===== src/hdl/brd_pkg.sv =====
// shared types, constants and helpers of the binary result row decoder
`timescale 1ns / 1ps
package brd_pkg;

   localparam int MAX_COLUMNS_DEF = 16;
   localparam int COL_W = 5;
   localparam int CSR_IDX_W = 2;

   localparam logic [CSR_IDX_W-1:0] CSR_COLUMN_COUNT = 2'd0;
   localparam logic [CSR_IDX_W-1:0] CSR_COLUMN_KINDS = 2'd1;

   localparam logic [3:0] KIND_TINY     = 4'd0;
   localparam logic [3:0] KIND_SHORT    = 4'd1;
   localparam logic [3:0] KIND_INT32    = 4'd2;
   localparam logic [3:0] KIND_INT64    = 4'd3;
   localparam logic [3:0] KIND_FLOAT    = 4'd4;
   localparam logic [3:0] KIND_DOUBLE   = 4'd5;
   localparam logic [3:0] KIND_DATETIME = 4'd6;
   localparam logic [3:0] KIND_TIME     = 4'd7;
   localparam logic [3:0] KIND_DATE     = 4'd8;
   localparam logic [3:0] KIND_BYTES    = 4'd9;

   localparam logic [7:0] LEN_NULL  = 8'd251;
   localparam logic [7:0] LEN_EXT2  = 8'd252;
   localparam logic [7:0] LEN_EXT3  = 8'd253;

   typedef enum logic [5:0] {
      PH_IDLE    = 6'b000001,
      PH_BITMAP  = 6'b000010,
      PH_FIXED   = 6'b000100,
      PH_PREFIX  = 6'b001000,
      PH_EXT     = 6'b010000,
      PH_PAYLOAD = 6'b100000
   } phase_type;

   typedef enum logic [1:0] {
      CS_IDLE = 2'b01,
      CS_SCAN = 2'b10
   } ctrl_state_type;

   typedef struct packed {
      logic step;
      logic scan_null;
      logic scan_open;
      logic scan_end;
   } cmd_type;

   typedef struct packed {
      logic step_emit;
      logic step_open;
      logic scan_end;
      logic scan_null;
   } status_type;

   function automatic logic [3:0] kind_of(input logic [63:0] kinds, input logic [3:0] col);
      logic [3:0] k;
      k = kinds[{col, 2'b00} +: 4];
      return (k > KIND_BYTES) ? KIND_BYTES : k;
   endfunction

   function automatic logic [3:0] fixed_len(input logic [3:0] k);
      logic [3:0] len;
      case (k)
         KIND_TINY:   len = 4'd1;
         KIND_SHORT:  len = 4'd2;
         KIND_INT32:  len = 4'd4;
         KIND_INT64:  len = 4'd8;
         KIND_FLOAT:  len = 4'd4;
         KIND_DOUBLE: len = 4'd8;
         default:     len = 4'd0;
      endcase
      return len;
   endfunction

endpackage


===== src/hdl/brd_if.sv =====
// channel interfaces of the row decoder: byte input, result output, register writes
`timescale 1ns / 1ps
interface brd_req_if;
   logic       valid;
   logic       ready;
   logic [7:0] data_byte;
   logic       start_of_row;
   modport source (output valid, output data_byte, output start_of_row, input ready);
   modport sink (input valid, input data_byte, input start_of_row, output ready);
endinterface

interface brd_rsp_if;
   logic               valid;
   logic               ready;
   logic [3:0]         column;
   logic               is_null;
   logic [3:0]         kind;
   logic signed [63:0] value;
   logic               byte_valid;
   logic               column_done;
   logic               row_done;
   modport source (output valid, output column, output is_null, output kind, output value,
                   output byte_valid, output column_done, output row_done, input ready);
   modport sink (input valid, input column, input is_null, input kind, input value,
                 input byte_valid, input column_done, input row_done, output ready);
endinterface

interface brd_csr_if;
   logic        valid;
   logic        ready;
   logic [1:0]  index;
   logic [63:0] data;
   modport source (output valid, output index, output data, input ready);
   modport sink (input valid, input index, input data, output ready);
endinterface


===== src/hdl/brd_ctrl.sv =====
// controller: input acceptance, null column scan sequencing, result valid
`timescale 1ns / 1ps
module brd_ctrl
   import brd_pkg::*;
(
   input  logic       clock,
   input  logic       reset,
   input  logic       req_valid,
   output logic       req_ready,
   output logic       rsp_valid,
   input  logic       rsp_ready,
   input  status_type sts,
   output cmd_type    cmd
);

   ctrl_state_type state_ff, state_in;
   logic           rsp_valid_ff, rsp_valid_in;
   logic           out_free;
   logic           load;

   assign out_free  = !rsp_valid_ff || rsp_ready;
   assign req_ready = (state_ff == CS_IDLE) && out_free;
   assign rsp_valid = rsp_valid_ff;

   always_comb begin
      state_in = state_ff;
      cmd      = '0;
      load     = 1'b0;
      case (state_ff)
         CS_IDLE: begin
            if (req_valid && req_ready) begin
               cmd.step = 1'b1;
               load     = sts.step_emit;
               if (sts.step_open) begin
                  state_in = CS_SCAN;
               end
            end
         end
         CS_SCAN: begin
            if (sts.scan_end) begin
               cmd.scan_end = 1'b1;
               state_in     = CS_IDLE;
            end else if (!sts.scan_null) begin
               cmd.scan_open = 1'b1;
               state_in      = CS_IDLE;
            end else if (out_free) begin
               // null column: one result per cycle while the output is free
               cmd.scan_null = 1'b1;
               load          = 1'b1;
            end
         end
         default: state_in = CS_IDLE;
      endcase
      rsp_valid_in = load ? 1'b1 : (rsp_ready ? 1'b0 : rsp_valid_ff);
   end

   always_ff @(posedge clock) begin
      if (reset) begin
         state_ff     <= CS_IDLE;
         rsp_valid_ff <= 1'b0;
      end else begin
         state_ff     <= state_in;
         rsp_valid_ff <= rsp_valid_in;
      end
   end

endmodule


===== src/hdl/brd_datapath.sv =====
// datapath: parse state, field assembly and result register
`timescale 1ns / 1ps
module brd_datapath
   import brd_pkg::*;
#(
   parameter int MAX_COLUMNS = MAX_COLUMNS_DEF
) (
   input  logic        clock,
   input  logic        reset,
   input  logic [7:0]  data_byte,
   input  logic        start_of_row,
   input  logic [4:0]  column_count,
   input  logic [63:0] column_kinds,
   input  cmd_type     cmd,
   output status_type  sts,
   output logic [3:0]  column,
   output logic        is_null,
   output logic [3:0]  kind,
   output logic [63:0] value,
   output logic        byte_valid,
   output logic        column_done,
   output logic        row_done
);

   localparam int BM_BYTES = (MAX_COLUMNS + 9) / 8;
   localparam int BM_W     = BM_BYTES * 8;

   phase_type         phase_ff, phase_in;
   logic [BM_W-1:0]   bm_ff, bm_in;
   logic [COL_W-1:0]  col_ff, col_in;
   logic [3:0]        left_ff, left_in;
   logic [31:0]       len_ff, len_in;
   logic [31:0]       bs_ff, bs_in;
   logic [63:0]       asm_ff, asm_in;
   logic [31:0]       day_ff, day_in;

   logic [3:0]        column_ff;
   logic              is_null_ff;
   logic [3:0]        kind_ff;
   logic [63:0]       value_ff;
   logic              byte_valid_ff;
   logic              column_done_ff;
   logic              row_done_ff;

   logic [COL_W-1:0]  eff;
   logic [1:0]        bm_need;
   logic [BM_W-1:0]   bm_sh;

   logic              emit, open;
   logic [COL_W-1:0]  r_col;
   logic              r_null, r_bv, r_done;
   logic [63:0]       r_val;

   always_comb begin
      if (column_count == '0) begin
         eff = COL_W'(1);
      end else if (column_count > COL_W'(MAX_COLUMNS)) begin
         eff = COL_W'(MAX_COLUMNS);
      end else begin
         eff = column_count;
      end
      bm_need = 2'((eff + COL_W'(9)) >> 3);
      bm_sh   = bm_ff >> col_ff;
   end

   assign sts.scan_end  = (col_ff >= eff);
   assign sts.scan_null = bm_sh[2];
   assign sts.step_emit = emit;
   assign sts.step_open = open;

   always_comb begin
      phase_type   ph;
      logic [3:0]  k;
      logic [3:0]  flen;
      logic [63:0] v;
      logic        last;
      logic [31:0] bs_m1;
      logic [16:0] hsum;
      logic [15:0] hour;

      phase_in = phase_ff;
      bm_in    = bm_ff;
      col_in   = col_ff;
      left_in  = left_ff;
      len_in   = len_ff;
      bs_in    = bs_ff;
      asm_in   = asm_ff;
      day_in   = day_ff;
      emit     = 1'b0;
      open     = 1'b0;
      r_col    = col_ff;
      r_null   = 1'b0;
      r_val    = '0;
      r_bv     = 1'b0;
      r_done   = 1'b1;
      ph       = phase_ff;
      k        = kind_of(column_kinds, col_ff[3:0]);
      flen     = '0;
      v        = '0;
      last     = 1'b0;
      bs_m1    = '0;
      hsum     = '0;
      hour     = '0;

      if (cmd.step) begin
         if (start_of_row) begin
            ph      = PH_BITMAP;
            bm_in   = '0;
            col_in  = '0;
            left_in = '0;
            len_in  = '0;
            bs_in   = '0;
            asm_in  = '0;
            day_in  = '0;
         end
         r_col = col_in;
         k     = kind_of(column_kinds, col_in[3:0]);
         case (ph)
            PH_BITMAP: begin
               phase_in = PH_BITMAP;
               if (bs_in < 32'(BM_BYTES)) begin
                  bm_in = bm_in | (BM_W'(data_byte) << {bs_in[1:0], 3'b000});
               end
               bs_in = bs_in + 32'd1;
               if (bs_in >= 32'(bm_need)) begin
                  open   = 1'b1;
                  col_in = '0;
               end
            end
            PH_FIXED: begin
               flen = fixed_len(k);
               if (flen == '0) begin
                  flen = 4'd1;
               end
               if (bs_in < 32'd8) begin
                  asm_in = asm_in | (64'(data_byte) << {bs_in[2:0], 3'b000});
               end
               bs_in = bs_in + 32'd1;
               if (bs_in >= 32'(flen)) begin
                  v = asm_in;
                  if (k == KIND_SHORT) begin
                     v = {{48{asm_in[15]}}, asm_in[15:0]};
                  end else if (k == KIND_INT32) begin
                     v = {{32{asm_in[31]}}, asm_in[31:0]};
                  end
                  emit   = 1'b1;
                  r_val  = v;
                  open   = 1'b1;
                  col_in = col_in + COL_W'(1);
               end
            end
            PH_PREFIX: begin
               if (data_byte < LEN_NULL) begin
                  len_in = 32'(data_byte);
                  if (data_byte == '0) begin
                     emit   = 1'b1;
                     open   = 1'b1;
                     col_in = col_in + COL_W'(1);
                  end else begin
                     phase_in = PH_PAYLOAD;
                     bs_in    = '0;
                     asm_in   = '0;
                     day_in   = '0;
                  end
               end else if (data_byte == LEN_NULL) begin
                  emit   = 1'b1;
                  r_null = 1'b1;
                  open   = 1'b1;
                  col_in = col_in + COL_W'(1);
               end else begin
                  left_in  = (data_byte == LEN_EXT2) ? 4'd2 :
                             (data_byte == LEN_EXT3) ? 4'd3 : 4'd8;
                  bs_in    = '0;
                  len_in   = '0;
                  phase_in = PH_EXT;
               end
            end
            PH_EXT: begin
               if (bs_in < 32'd4) begin
                  len_in = len_in | (32'(data_byte) << {bs_in[1:0], 3'b000});
               end else if (data_byte != '0) begin
                  // upper half nonzero saturates the length
                  len_in = '1;
               end
               bs_in = bs_in + 32'd1;
               if (left_in != '0) begin
                  left_in = left_in - 4'd1;
               end
               if (left_in == '0) begin
                  if (len_in == '0) begin
                     emit   = 1'b1;
                     open   = 1'b1;
                     col_in = col_in + COL_W'(1);
                  end else begin
                     phase_in = PH_PAYLOAD;
                     bs_in    = '0;
                     asm_in   = '0;
                     day_in   = '0;
                  end
               end
            end
            PH_PAYLOAD: begin
               last  = ({1'b0, bs_in} + 33'd1) >= {1'b0, len_in};
               bs_m1 = bs_in - 32'd1;
               if (k == KIND_DATETIME || k == KIND_DATE) begin
                  if (bs_in == 32'd0) begin
                     asm_in[55:48] = asm_in[55:48] | data_byte;
                  end else if (bs_in == 32'd1) begin
                     asm_in[63:56] = asm_in[63:56] | data_byte;
                  end else if (bs_in == 32'd2) begin
                     asm_in[47:40] = asm_in[47:40] | data_byte;
                  end else if (bs_in == 32'd3) begin
                     asm_in[39:32] = asm_in[39:32] | data_byte;
                  end else if (k == KIND_DATETIME && bs_in == 32'd4) begin
                     asm_in[23:16] = asm_in[23:16] | data_byte;
                  end else if (k == KIND_DATETIME && bs_in == 32'd5) begin
                     asm_in[15:8] = asm_in[15:8] | data_byte;
                  end else if (k == KIND_DATETIME && bs_in == 32'd6) begin
                     asm_in[7:0] = asm_in[7:0] | data_byte;
                  end
               end else if (k == KIND_TIME) begin
                  // sign byte dropped, then four day bytes
                  if (bs_in >= 32'd1 && bs_in <= 32'd4) begin
                     day_in = day_in | (32'(data_byte) << {bs_m1[1:0], 3'b000});
                  end else if (bs_in == 32'd5) begin
                     asm_in[23:16] = asm_in[23:16] | data_byte;
                  end else if (bs_in == 32'd6) begin
                     asm_in[15:8] = asm_in[15:8] | data_byte;
                  end else if (bs_in == 32'd7) begin
                     asm_in[7:0] = asm_in[7:0] | data_byte;
                  end
               end
               bs_in = bs_in + 32'd1;
               if (k == KIND_DATETIME || k == KIND_DATE || k == KIND_TIME) begin
                  if (last) begin
                     if (k == KIND_TIME) begin
                        // days fold into hours, saturating
                        hsum = 17'(day_in[11:0]) * 17'd24 + 17'(asm_in[23:16]);
                        if (day_in > 32'd2730 || hsum > 17'd65535) begin
                           hour = 16'hFFFF;
                        end else begin
                           hour = hsum[15:0];
                        end
                        asm_in = {32'd0, hour, asm_in[15:0]};
                     end
                     emit   = 1'b1;
                     r_val  = asm_in;
                     open   = 1'b1;
                     col_in = col_in + COL_W'(1);
                  end
               end else begin
                  emit   = 1'b1;
                  r_val  = 64'(data_byte);
                  r_bv   = 1'b1;
                  r_done = last;
                  if (last) begin
                     open   = 1'b1;
                     col_in = col_in + COL_W'(1);
                  end
               end
            end
            default: phase_in = PH_IDLE;
         endcase
      end else if (cmd.scan_null) begin
         emit   = 1'b1;
         r_null = 1'b1;
         col_in = col_ff + COL_W'(1);
      end else if (cmd.scan_open) begin
         phase_in = (fixed_len(k) != '0) ? PH_FIXED : PH_PREFIX;
         bs_in    = '0;
         asm_in   = '0;
         day_in   = '0;
         len_in   = '0;
         left_in  = '0;
      end else if (cmd.scan_end) begin
         phase_in = PH_IDLE;
         col_in   = '0;
      end
   end

   always_ff @(posedge clock) begin
      if (reset) begin
         phase_ff <= PH_IDLE;
         bm_ff    <= '0;
         col_ff   <= '0;
         left_ff  <= '0;
         len_ff   <= '0;
         bs_ff    <= '0;
         asm_ff   <= '0;
         day_ff   <= '0;
      end else begin
         phase_ff <= phase_in;
         bm_ff    <= bm_in;
         col_ff   <= col_in;
         left_ff  <= left_in;
         len_ff   <= len_in;
         bs_ff    <= bs_in;
         asm_ff   <= asm_in;
         day_ff   <= day_in;
      end
   end

   // result register; a column at or past the last one ends the row
   always_ff @(posedge clock) begin
      if ((cmd.step && emit) || cmd.scan_null) begin
         column_ff      <= r_col[3:0];
         is_null_ff     <= r_null;
         kind_ff        <= kind_of(column_kinds, r_col[3:0]);
         value_ff       <= r_val;
         byte_valid_ff  <= r_bv;
         column_done_ff <= r_done;
         row_done_ff    <= r_done && (r_col >= eff - COL_W'(1));
      end
   end

   assign column      = column_ff;
   assign is_null     = is_null_ff;
   assign kind        = kind_ff;
   assign value       = value_ff;
   assign byte_valid  = byte_valid_ff;
   assign column_done = column_done_ff;
   assign row_done    = row_done_ff;

endmodule


===== src/hdl/binary_result_row_decoder.sv =====
// Binary result row decoder: one row byte per transfer, column results out.
// Latency: a result is offered in the cycle after the transfer that completes it.
// Throughput: one byte per cycle while the result side keeps up; a byte that
//   closes the bitmap or a column starts a column scan that holds off input;
//   the scan gives one null result per cycle while the result side keeps up.
// Reset: synchronous, clears parse state; column_count reads 1, column_kinds 0.
`timescale 1ns / 1ps
module binary_result_row_decoder
   import brd_pkg::*;
#(
   parameter int MAX_COLUMNS = MAX_COLUMNS_DEF
) (
   input logic       clock,
   input logic       reset,
   brd_req_if.sink   req_bus,
   brd_rsp_if.source rsp_bus,
   brd_csr_if.sink   csr_bus
);

   logic [4:0]  column_count_ff;
   logic [63:0] column_kinds_ff;
   cmd_type     cmd;
   status_type  sts;
   logic [63:0] value;

   assign csr_bus.ready = 1'b1;

   always_ff @(posedge clock) begin
      if (reset) begin
         column_count_ff <= 5'd1;
         column_kinds_ff <= '0;
      end else if (csr_bus.valid) begin
         case (csr_bus.index)
            CSR_COLUMN_COUNT: column_count_ff <= csr_bus.data[4:0];
            CSR_COLUMN_KINDS: column_kinds_ff <= csr_bus.data;
            default: ;
         endcase
      end
   end

   brd_ctrl u_ctrl (
      .clock     (clock),
      .reset     (reset),
      .req_valid (req_bus.valid),
      .req_ready (req_bus.ready),
      .rsp_valid (rsp_bus.valid),
      .rsp_ready (rsp_bus.ready),
      .sts       (sts),
      .cmd       (cmd)
   );

   brd_datapath #(
      .MAX_COLUMNS (MAX_COLUMNS)
   ) u_datapath (
      .clock        (clock),
      .reset        (reset),
      .data_byte    (req_bus.data_byte),
      .start_of_row (req_bus.start_of_row),
      .column_count (column_count_ff),
      .column_kinds (column_kinds_ff),
      .cmd          (cmd),
      .sts          (sts),
      .column       (rsp_bus.column),
      .is_null      (rsp_bus.is_null),
      .kind         (rsp_bus.kind),
      .value        (value),
      .byte_valid   (rsp_bus.byte_valid),
      .column_done  (rsp_bus.column_done),
      .row_done     (rsp_bus.row_done)
   );

   assign rsp_bus.value = signed'(value);

endmodule


===== src/flat_wrapper.sv =====
// flat-port wrapper written by rule: the top's interface ports become plain ports
module binary_result_row_decoder_flat import brd_pkg::*;
#(
   parameter int MAX_COLUMNS = MAX_COLUMNS_DEF
)
  (clock, reset, req_bus_valid, req_bus_data_byte, req_bus_start_of_row, req_bus_ready, rsp_bus_valid, rsp_bus_column, rsp_bus_is_null, rsp_bus_kind, rsp_bus_value, rsp_bus_byte_valid, rsp_bus_column_done, rsp_bus_row_done, rsp_bus_ready, csr_bus_valid, csr_bus_index, csr_bus_data, csr_bus_ready);
  brd_req_if req_bus_i ();
  brd_rsp_if rsp_bus_i ();
  brd_csr_if csr_bus_i ();
  input logic clock;
  input logic reset;
  input wire logic [$bits(req_bus_i.valid)-1:0] req_bus_valid;
  input wire logic [$bits(req_bus_i.data_byte)-1:0] req_bus_data_byte;
  input wire logic [$bits(req_bus_i.start_of_row)-1:0] req_bus_start_of_row;
  output wire logic [$bits(req_bus_i.ready)-1:0] req_bus_ready;
  output wire logic [$bits(rsp_bus_i.valid)-1:0] rsp_bus_valid;
  output wire logic [$bits(rsp_bus_i.column)-1:0] rsp_bus_column;
  output wire logic [$bits(rsp_bus_i.is_null)-1:0] rsp_bus_is_null;
  output wire logic [$bits(rsp_bus_i.kind)-1:0] rsp_bus_kind;
  output wire logic [$bits(rsp_bus_i.value)-1:0] rsp_bus_value;
  output wire logic [$bits(rsp_bus_i.byte_valid)-1:0] rsp_bus_byte_valid;
  output wire logic [$bits(rsp_bus_i.column_done)-1:0] rsp_bus_column_done;
  output wire logic [$bits(rsp_bus_i.row_done)-1:0] rsp_bus_row_done;
  input wire logic [$bits(rsp_bus_i.ready)-1:0] rsp_bus_ready;
  input wire logic [$bits(csr_bus_i.valid)-1:0] csr_bus_valid;
  input wire logic [$bits(csr_bus_i.index)-1:0] csr_bus_index;
  input wire logic [$bits(csr_bus_i.data)-1:0] csr_bus_data;
  output wire logic [$bits(csr_bus_i.ready)-1:0] csr_bus_ready;
  assign req_bus_i.valid = req_bus_valid;
  assign req_bus_i.data_byte = req_bus_data_byte;
  assign req_bus_i.start_of_row = req_bus_start_of_row;
  assign req_bus_ready = req_bus_i.ready;
  assign rsp_bus_valid = rsp_bus_i.valid;
  assign rsp_bus_column = rsp_bus_i.column;
  assign rsp_bus_is_null = rsp_bus_i.is_null;
  assign rsp_bus_kind = rsp_bus_i.kind;
  assign rsp_bus_value = rsp_bus_i.value;
  assign rsp_bus_byte_valid = rsp_bus_i.byte_valid;
  assign rsp_bus_column_done = rsp_bus_i.column_done;
  assign rsp_bus_row_done = rsp_bus_i.row_done;
  assign rsp_bus_i.ready = rsp_bus_ready;
  assign csr_bus_i.valid = csr_bus_valid;
  assign csr_bus_i.index = csr_bus_index;
  assign csr_bus_i.data = csr_bus_data;
  assign csr_bus_ready = csr_bus_i.ready;
  binary_result_row_decoder #(.MAX_COLUMNS(MAX_COLUMNS)) u_core (.clock(clock), .reset(reset), .req_bus(req_bus_i), .rsp_bus(rsp_bus_i), .csr_bus(csr_bus_i));
endmodule

===== config.mk =====
export PLATFORM = sky130hd
export DESIGN_NAME = binary_result_row_decoder_flat
export DESIGN_NICKNAME = d
export VERILOG_FILES = /design/src/hdl/brd_pkg.sv /design/src/hdl/brd_if.sv /design/src/hdl/brd_ctrl.sv /design/src/hdl/brd_datapath.sv /design/src/hdl/binary_result_row_decoder.sv /design/src/flat_wrapper.sv
export SDC_FILE = /design/constraint.sdc
export NUM_CORES = 2
export LEC_CHECK = 0
export BUFFER_PORTS_ARGS = -buffer_cell sky130_fd_sc_hd__buf_4
export CORE_MARGIN = 2
export CORE_UTILIZATION = 35
export DETAILED_ROUTE_END_ITERATION = 10
export GPL_TIMING_DRIVEN = 0
export PLACE_DENSITY = 0.58
export SETUP_SLACK_MARGIN = 0.1
export SKIP_CTS_REPAIR_TIMING = 1
export SLEW_MARGIN = 15
export SYNTH_ARGS = -nofsm -noshare
export SYNTH_HDL_FRONTEND = slang
export SYNTH_SLANG_ARGS = --single-unit

===== constraint.sdc =====
create_clock -name clock -period 7.1 [get_ports clock]
set_input_delay 0.355 -clock clock [delete_from_list [all_inputs] [get_ports clock]]
set_output_delay 0.355 -clock clock [all_outputs]
set_load 0.03 [all_outputs]

==> run_results.csv <==
group,metric,value,unit
sta,timing.final.ws_setup,-64.89,ps
route,via_count,26070,
clocking,clock_path_buffers,3,
outcome,violations,"negative setup slack",
die,boundaryPins,159,
die,chipWidth,260.7,µm
route,drtAntennaViolNets,0,
clocking,cts_buffers,41,
route,post_drt_wl_per_cell,27.51,µm
route,first_iter_violations,3822,
clocking,clk_latency,580,ps
logic_synthesis,synth_area,23070,µm²
clocking,h-tree-depth,2,
clocking,cts_tree,"yes",
sta,relSlewSlack,0.1017,
sta,final.min_clock_period,7165,ps
global_routing,antenna_found_initial,4,
logic_synthesis,synth_edf_count,76,
logic_synthesis,synth_cell_types,106,
hold_path,hold_start,"csr_bus_data[0]",
route,viasPerCell,6.257,
clocking,cts.sink_count,345,
power_and_ir_drop,leakage,9.805,nW
setup_path,path_max_fanout,10,
place,hpwl,85650,µm
power_and_ir_drop,power,4.863,mW
setup_path,r2r_start,"u_core.u_datapath.col_ff[1]",
final_layout,final_cell_mix,"474 x nand2_1, 338 x a21oi_1, 335 x nor2_1",
final_layout,final_common_cell,"nand2_1",
global_routing,grt_usage,0.3278,
global_routing,grt_max_degree,61,
power_and_ir_drop,powerDensity,178.2,nW/µm²
sta,finalHoldViolations,0,
logic_synthesis,syn_avg_cell_area,7.588,µm²
global_routing,grt_pass1_vias,24220,
logic_synthesis,synth.yosys.seq_area_share,0.3324,
setup_path,required,7570,ps
setup_path,start_kind,"input port",
route,route.detailed.drc,0,
global_routing,grt_pass1_wl,164700,µm
logic_synthesis,yosys_warnings,0,
final_layout,areaGrowthSynthToFinish,18.26,%
logic_synthesis,synth_top_flop_cell,"dfxtp_1",
final_layout,drive_above_1_share,0.1209,
power_and_ir_drop,ir_worst_vdd,142.9,µV
logic_synthesis,synth_async_sr_flop_share,0,
die,core,65510,µm²
clocking,clk_pin_slew_worst_paths,70,ps
logic_synthesis,synthesis.nets,3206,
clocking,cts_root_buf,"clkbuf_16",
place,io_buffers,156,
logic_synthesis,ys_ff_latch,345,
sta,slew_violations,0,
die,rows,94,
sta,rsz0062_at_grt,"no",
setup_path,crit_type,"input port to flop",
die,initial_core_util,0.3521,
setup_path,worstSetupStartpoint,"req_bus_start_of_row",
setup_path,cp.arrival,7640,ps
sta,setup_viol,2,
sta,setup-tns-final,-79.36,ps
die,die_height,260.7,µm
hold_path,hold_path.class,"input port to flop",
outcome,status,"complete, but fails checks",
sta,worst_slew_pin_slew,1338,ps
route,postRouteWirelength,114600,µm
logic_synthesis,synth_cells,3040,
die,dieArea,67980,µm²
setup_path,cp-end-kind,"flop",
sta,max_freq,139.6,MHz
place,routabilityCongestion,1.074,
global_routing,grt-ovfl-total,0,
sta,fin_crit_sh,1.009,
sta,final.setup_skew,18.76,ps
run,cap_violations,0,
route,drtPass1Iterations,8,
final_layout,nNetsFinal,3434,
## state kept, by name, indices dropped and copies added, names as in the netlist, 5 cells and up
register	flops
u_core.u_datapath.bs_ff	32
u_core.column_count_ff	5
u_core.u_datapath.bm_ff	22
u_core.u_datapath.phase_ff	6
u_core.u_datapath.col_ff	5
u_core.u_datapath.value	64
u_core.column_kinds_ff	64
u_core.u_datapath.asm_ff	64
u_core.u_datapath.len_ff	32
u_core.u_datapath.day_ff	32
## worst max-delay path, stage by stage
cell and delay (ps):
buf_4 200, buf_6 220, buf_4 250, clkbuf_4 340
clkbuf_4 330, clkbuf_4 360, clkbuf_4 390, clkbuf_4 400
clkbuf_4 360, clkbuf_2 340, nor2_1 90, xnor2_1 370
ha_1 230, nand2_1 80, nor4_2 440, o221ai_1 230
nand2_1 100, o31ai_1 110, nand2b_1 530, a21oi_2 340
nor2_1 830, o21ai_0 230, a22o_1 280, a22o_1 170
## cell type report
cell class | count | area (µm²)
clock buffer | 56 | 1155
antenna | 1 | 2.502
sequential | 345 | 7671
fill | 6940 | 38230
multi-input combinational | 2420 | 14470
clock inverter | 20 | 245.2
timing repair buffer | 185 | 1429
inverter | 70 | 266.5
buffer | 205 | 962.2
tap | 864 | 1081
## power breakdown
| part | internal (mW) | leakage (nW) | switching [mW] |
|---|---|---|---|
| Clock | 1.33 | 0.676 | 0.927 |
| Sequential | 2.02 | 3.04 | 0.0222 |
| Combinational | 0.138 | 6.08 | 0.433 |
## synth_stat cells (22+ instances only)
library cell	n	share of area
nor2b_1	65	0.018
nor3_1	58	0.013
and3_1	35	0.0095
o211ai_1	22	0.0072
ha_1	84	0.046
xnor2_1	32	0.012
a22o_1	26	0.0099
a21oi_1	343	0.074
o22ai_1	22	0.0060
a22oi_1	61	0.020
nand2_1	477	0.078
dfxtp_1	269	0.23
nor2_1	339	0.055
inv_1	67	0.011
nand2b_1	27	0.0073
nand4_1	30	0.0081
o21ai_0	192	0.042
a211oi_1	41	0.013
a21o_1	23	0.0075
a31oi_1	39	0.011
nand3_1	77	0.017
nor4_1	33	0.0089
clkbuf_1	157	0.026
edfxtp_1	76	0.099
## per-layer routing
| metal | share of wire | global-route usage |
|---|---|---|
| met5 | 0.0011 | 0.01068 |
| met4 | 0.061 | 0.1717 |
| met3 | 0.12 | 0.09547 |
| met2 | 0.41 | 0.4816 |
| met1 | 0.40 | 0.4318 |
## kinds of logic (layout without fill, tap and decap cells)
kind of cell / after synthesis / after routing / synth area share
xor+xnor: 49 / 49 / 0.01860
compound gates: 1009 / 1009 / 0.2820
flops: 345 / 345 / 0.3324
buf+inv: 275 / 536 / 0.04811
simple gates: 1236 / 1236 / 0.2480
fa+ha+maj: 86 / 86 / 0.04730
mux: 39 / 39 / 0.02343
other cells: 1 / 2 / 0.0001626
## path summary, 6_finish.rpt
kind | endpoint | slack [ps] | cells after the start
min reg2reg | u_core.u_datapath.asm_ff[42] | 450 | 2
max reg2reg | u_core.u_datapath.value[40] | 180 | 23
max | u_core.u_datapath.asm_ff[47] | -60 | 24
min | u_core.column_count_ff[0] | 3 | 2
## per-stage QoR
stage,hold WS (ps),utilization,worst slack [ps],cell area [µm²],std cells
final,2.710,0.4164,-64.89,27280,4166
after global routing,12.90,0.4164,68.63,27280,4165
after CTS,-0.1913,0.4094,-2506,26820,4141
after detailed placement,434.4,0.3880,-3109,25420,4065
after global placement,431.6,0.3865,-4720,25320,4060
after floorplan,407.6,-,222.9,23070,3040
No activity file was read; power rests on OpenSTA's default activity.
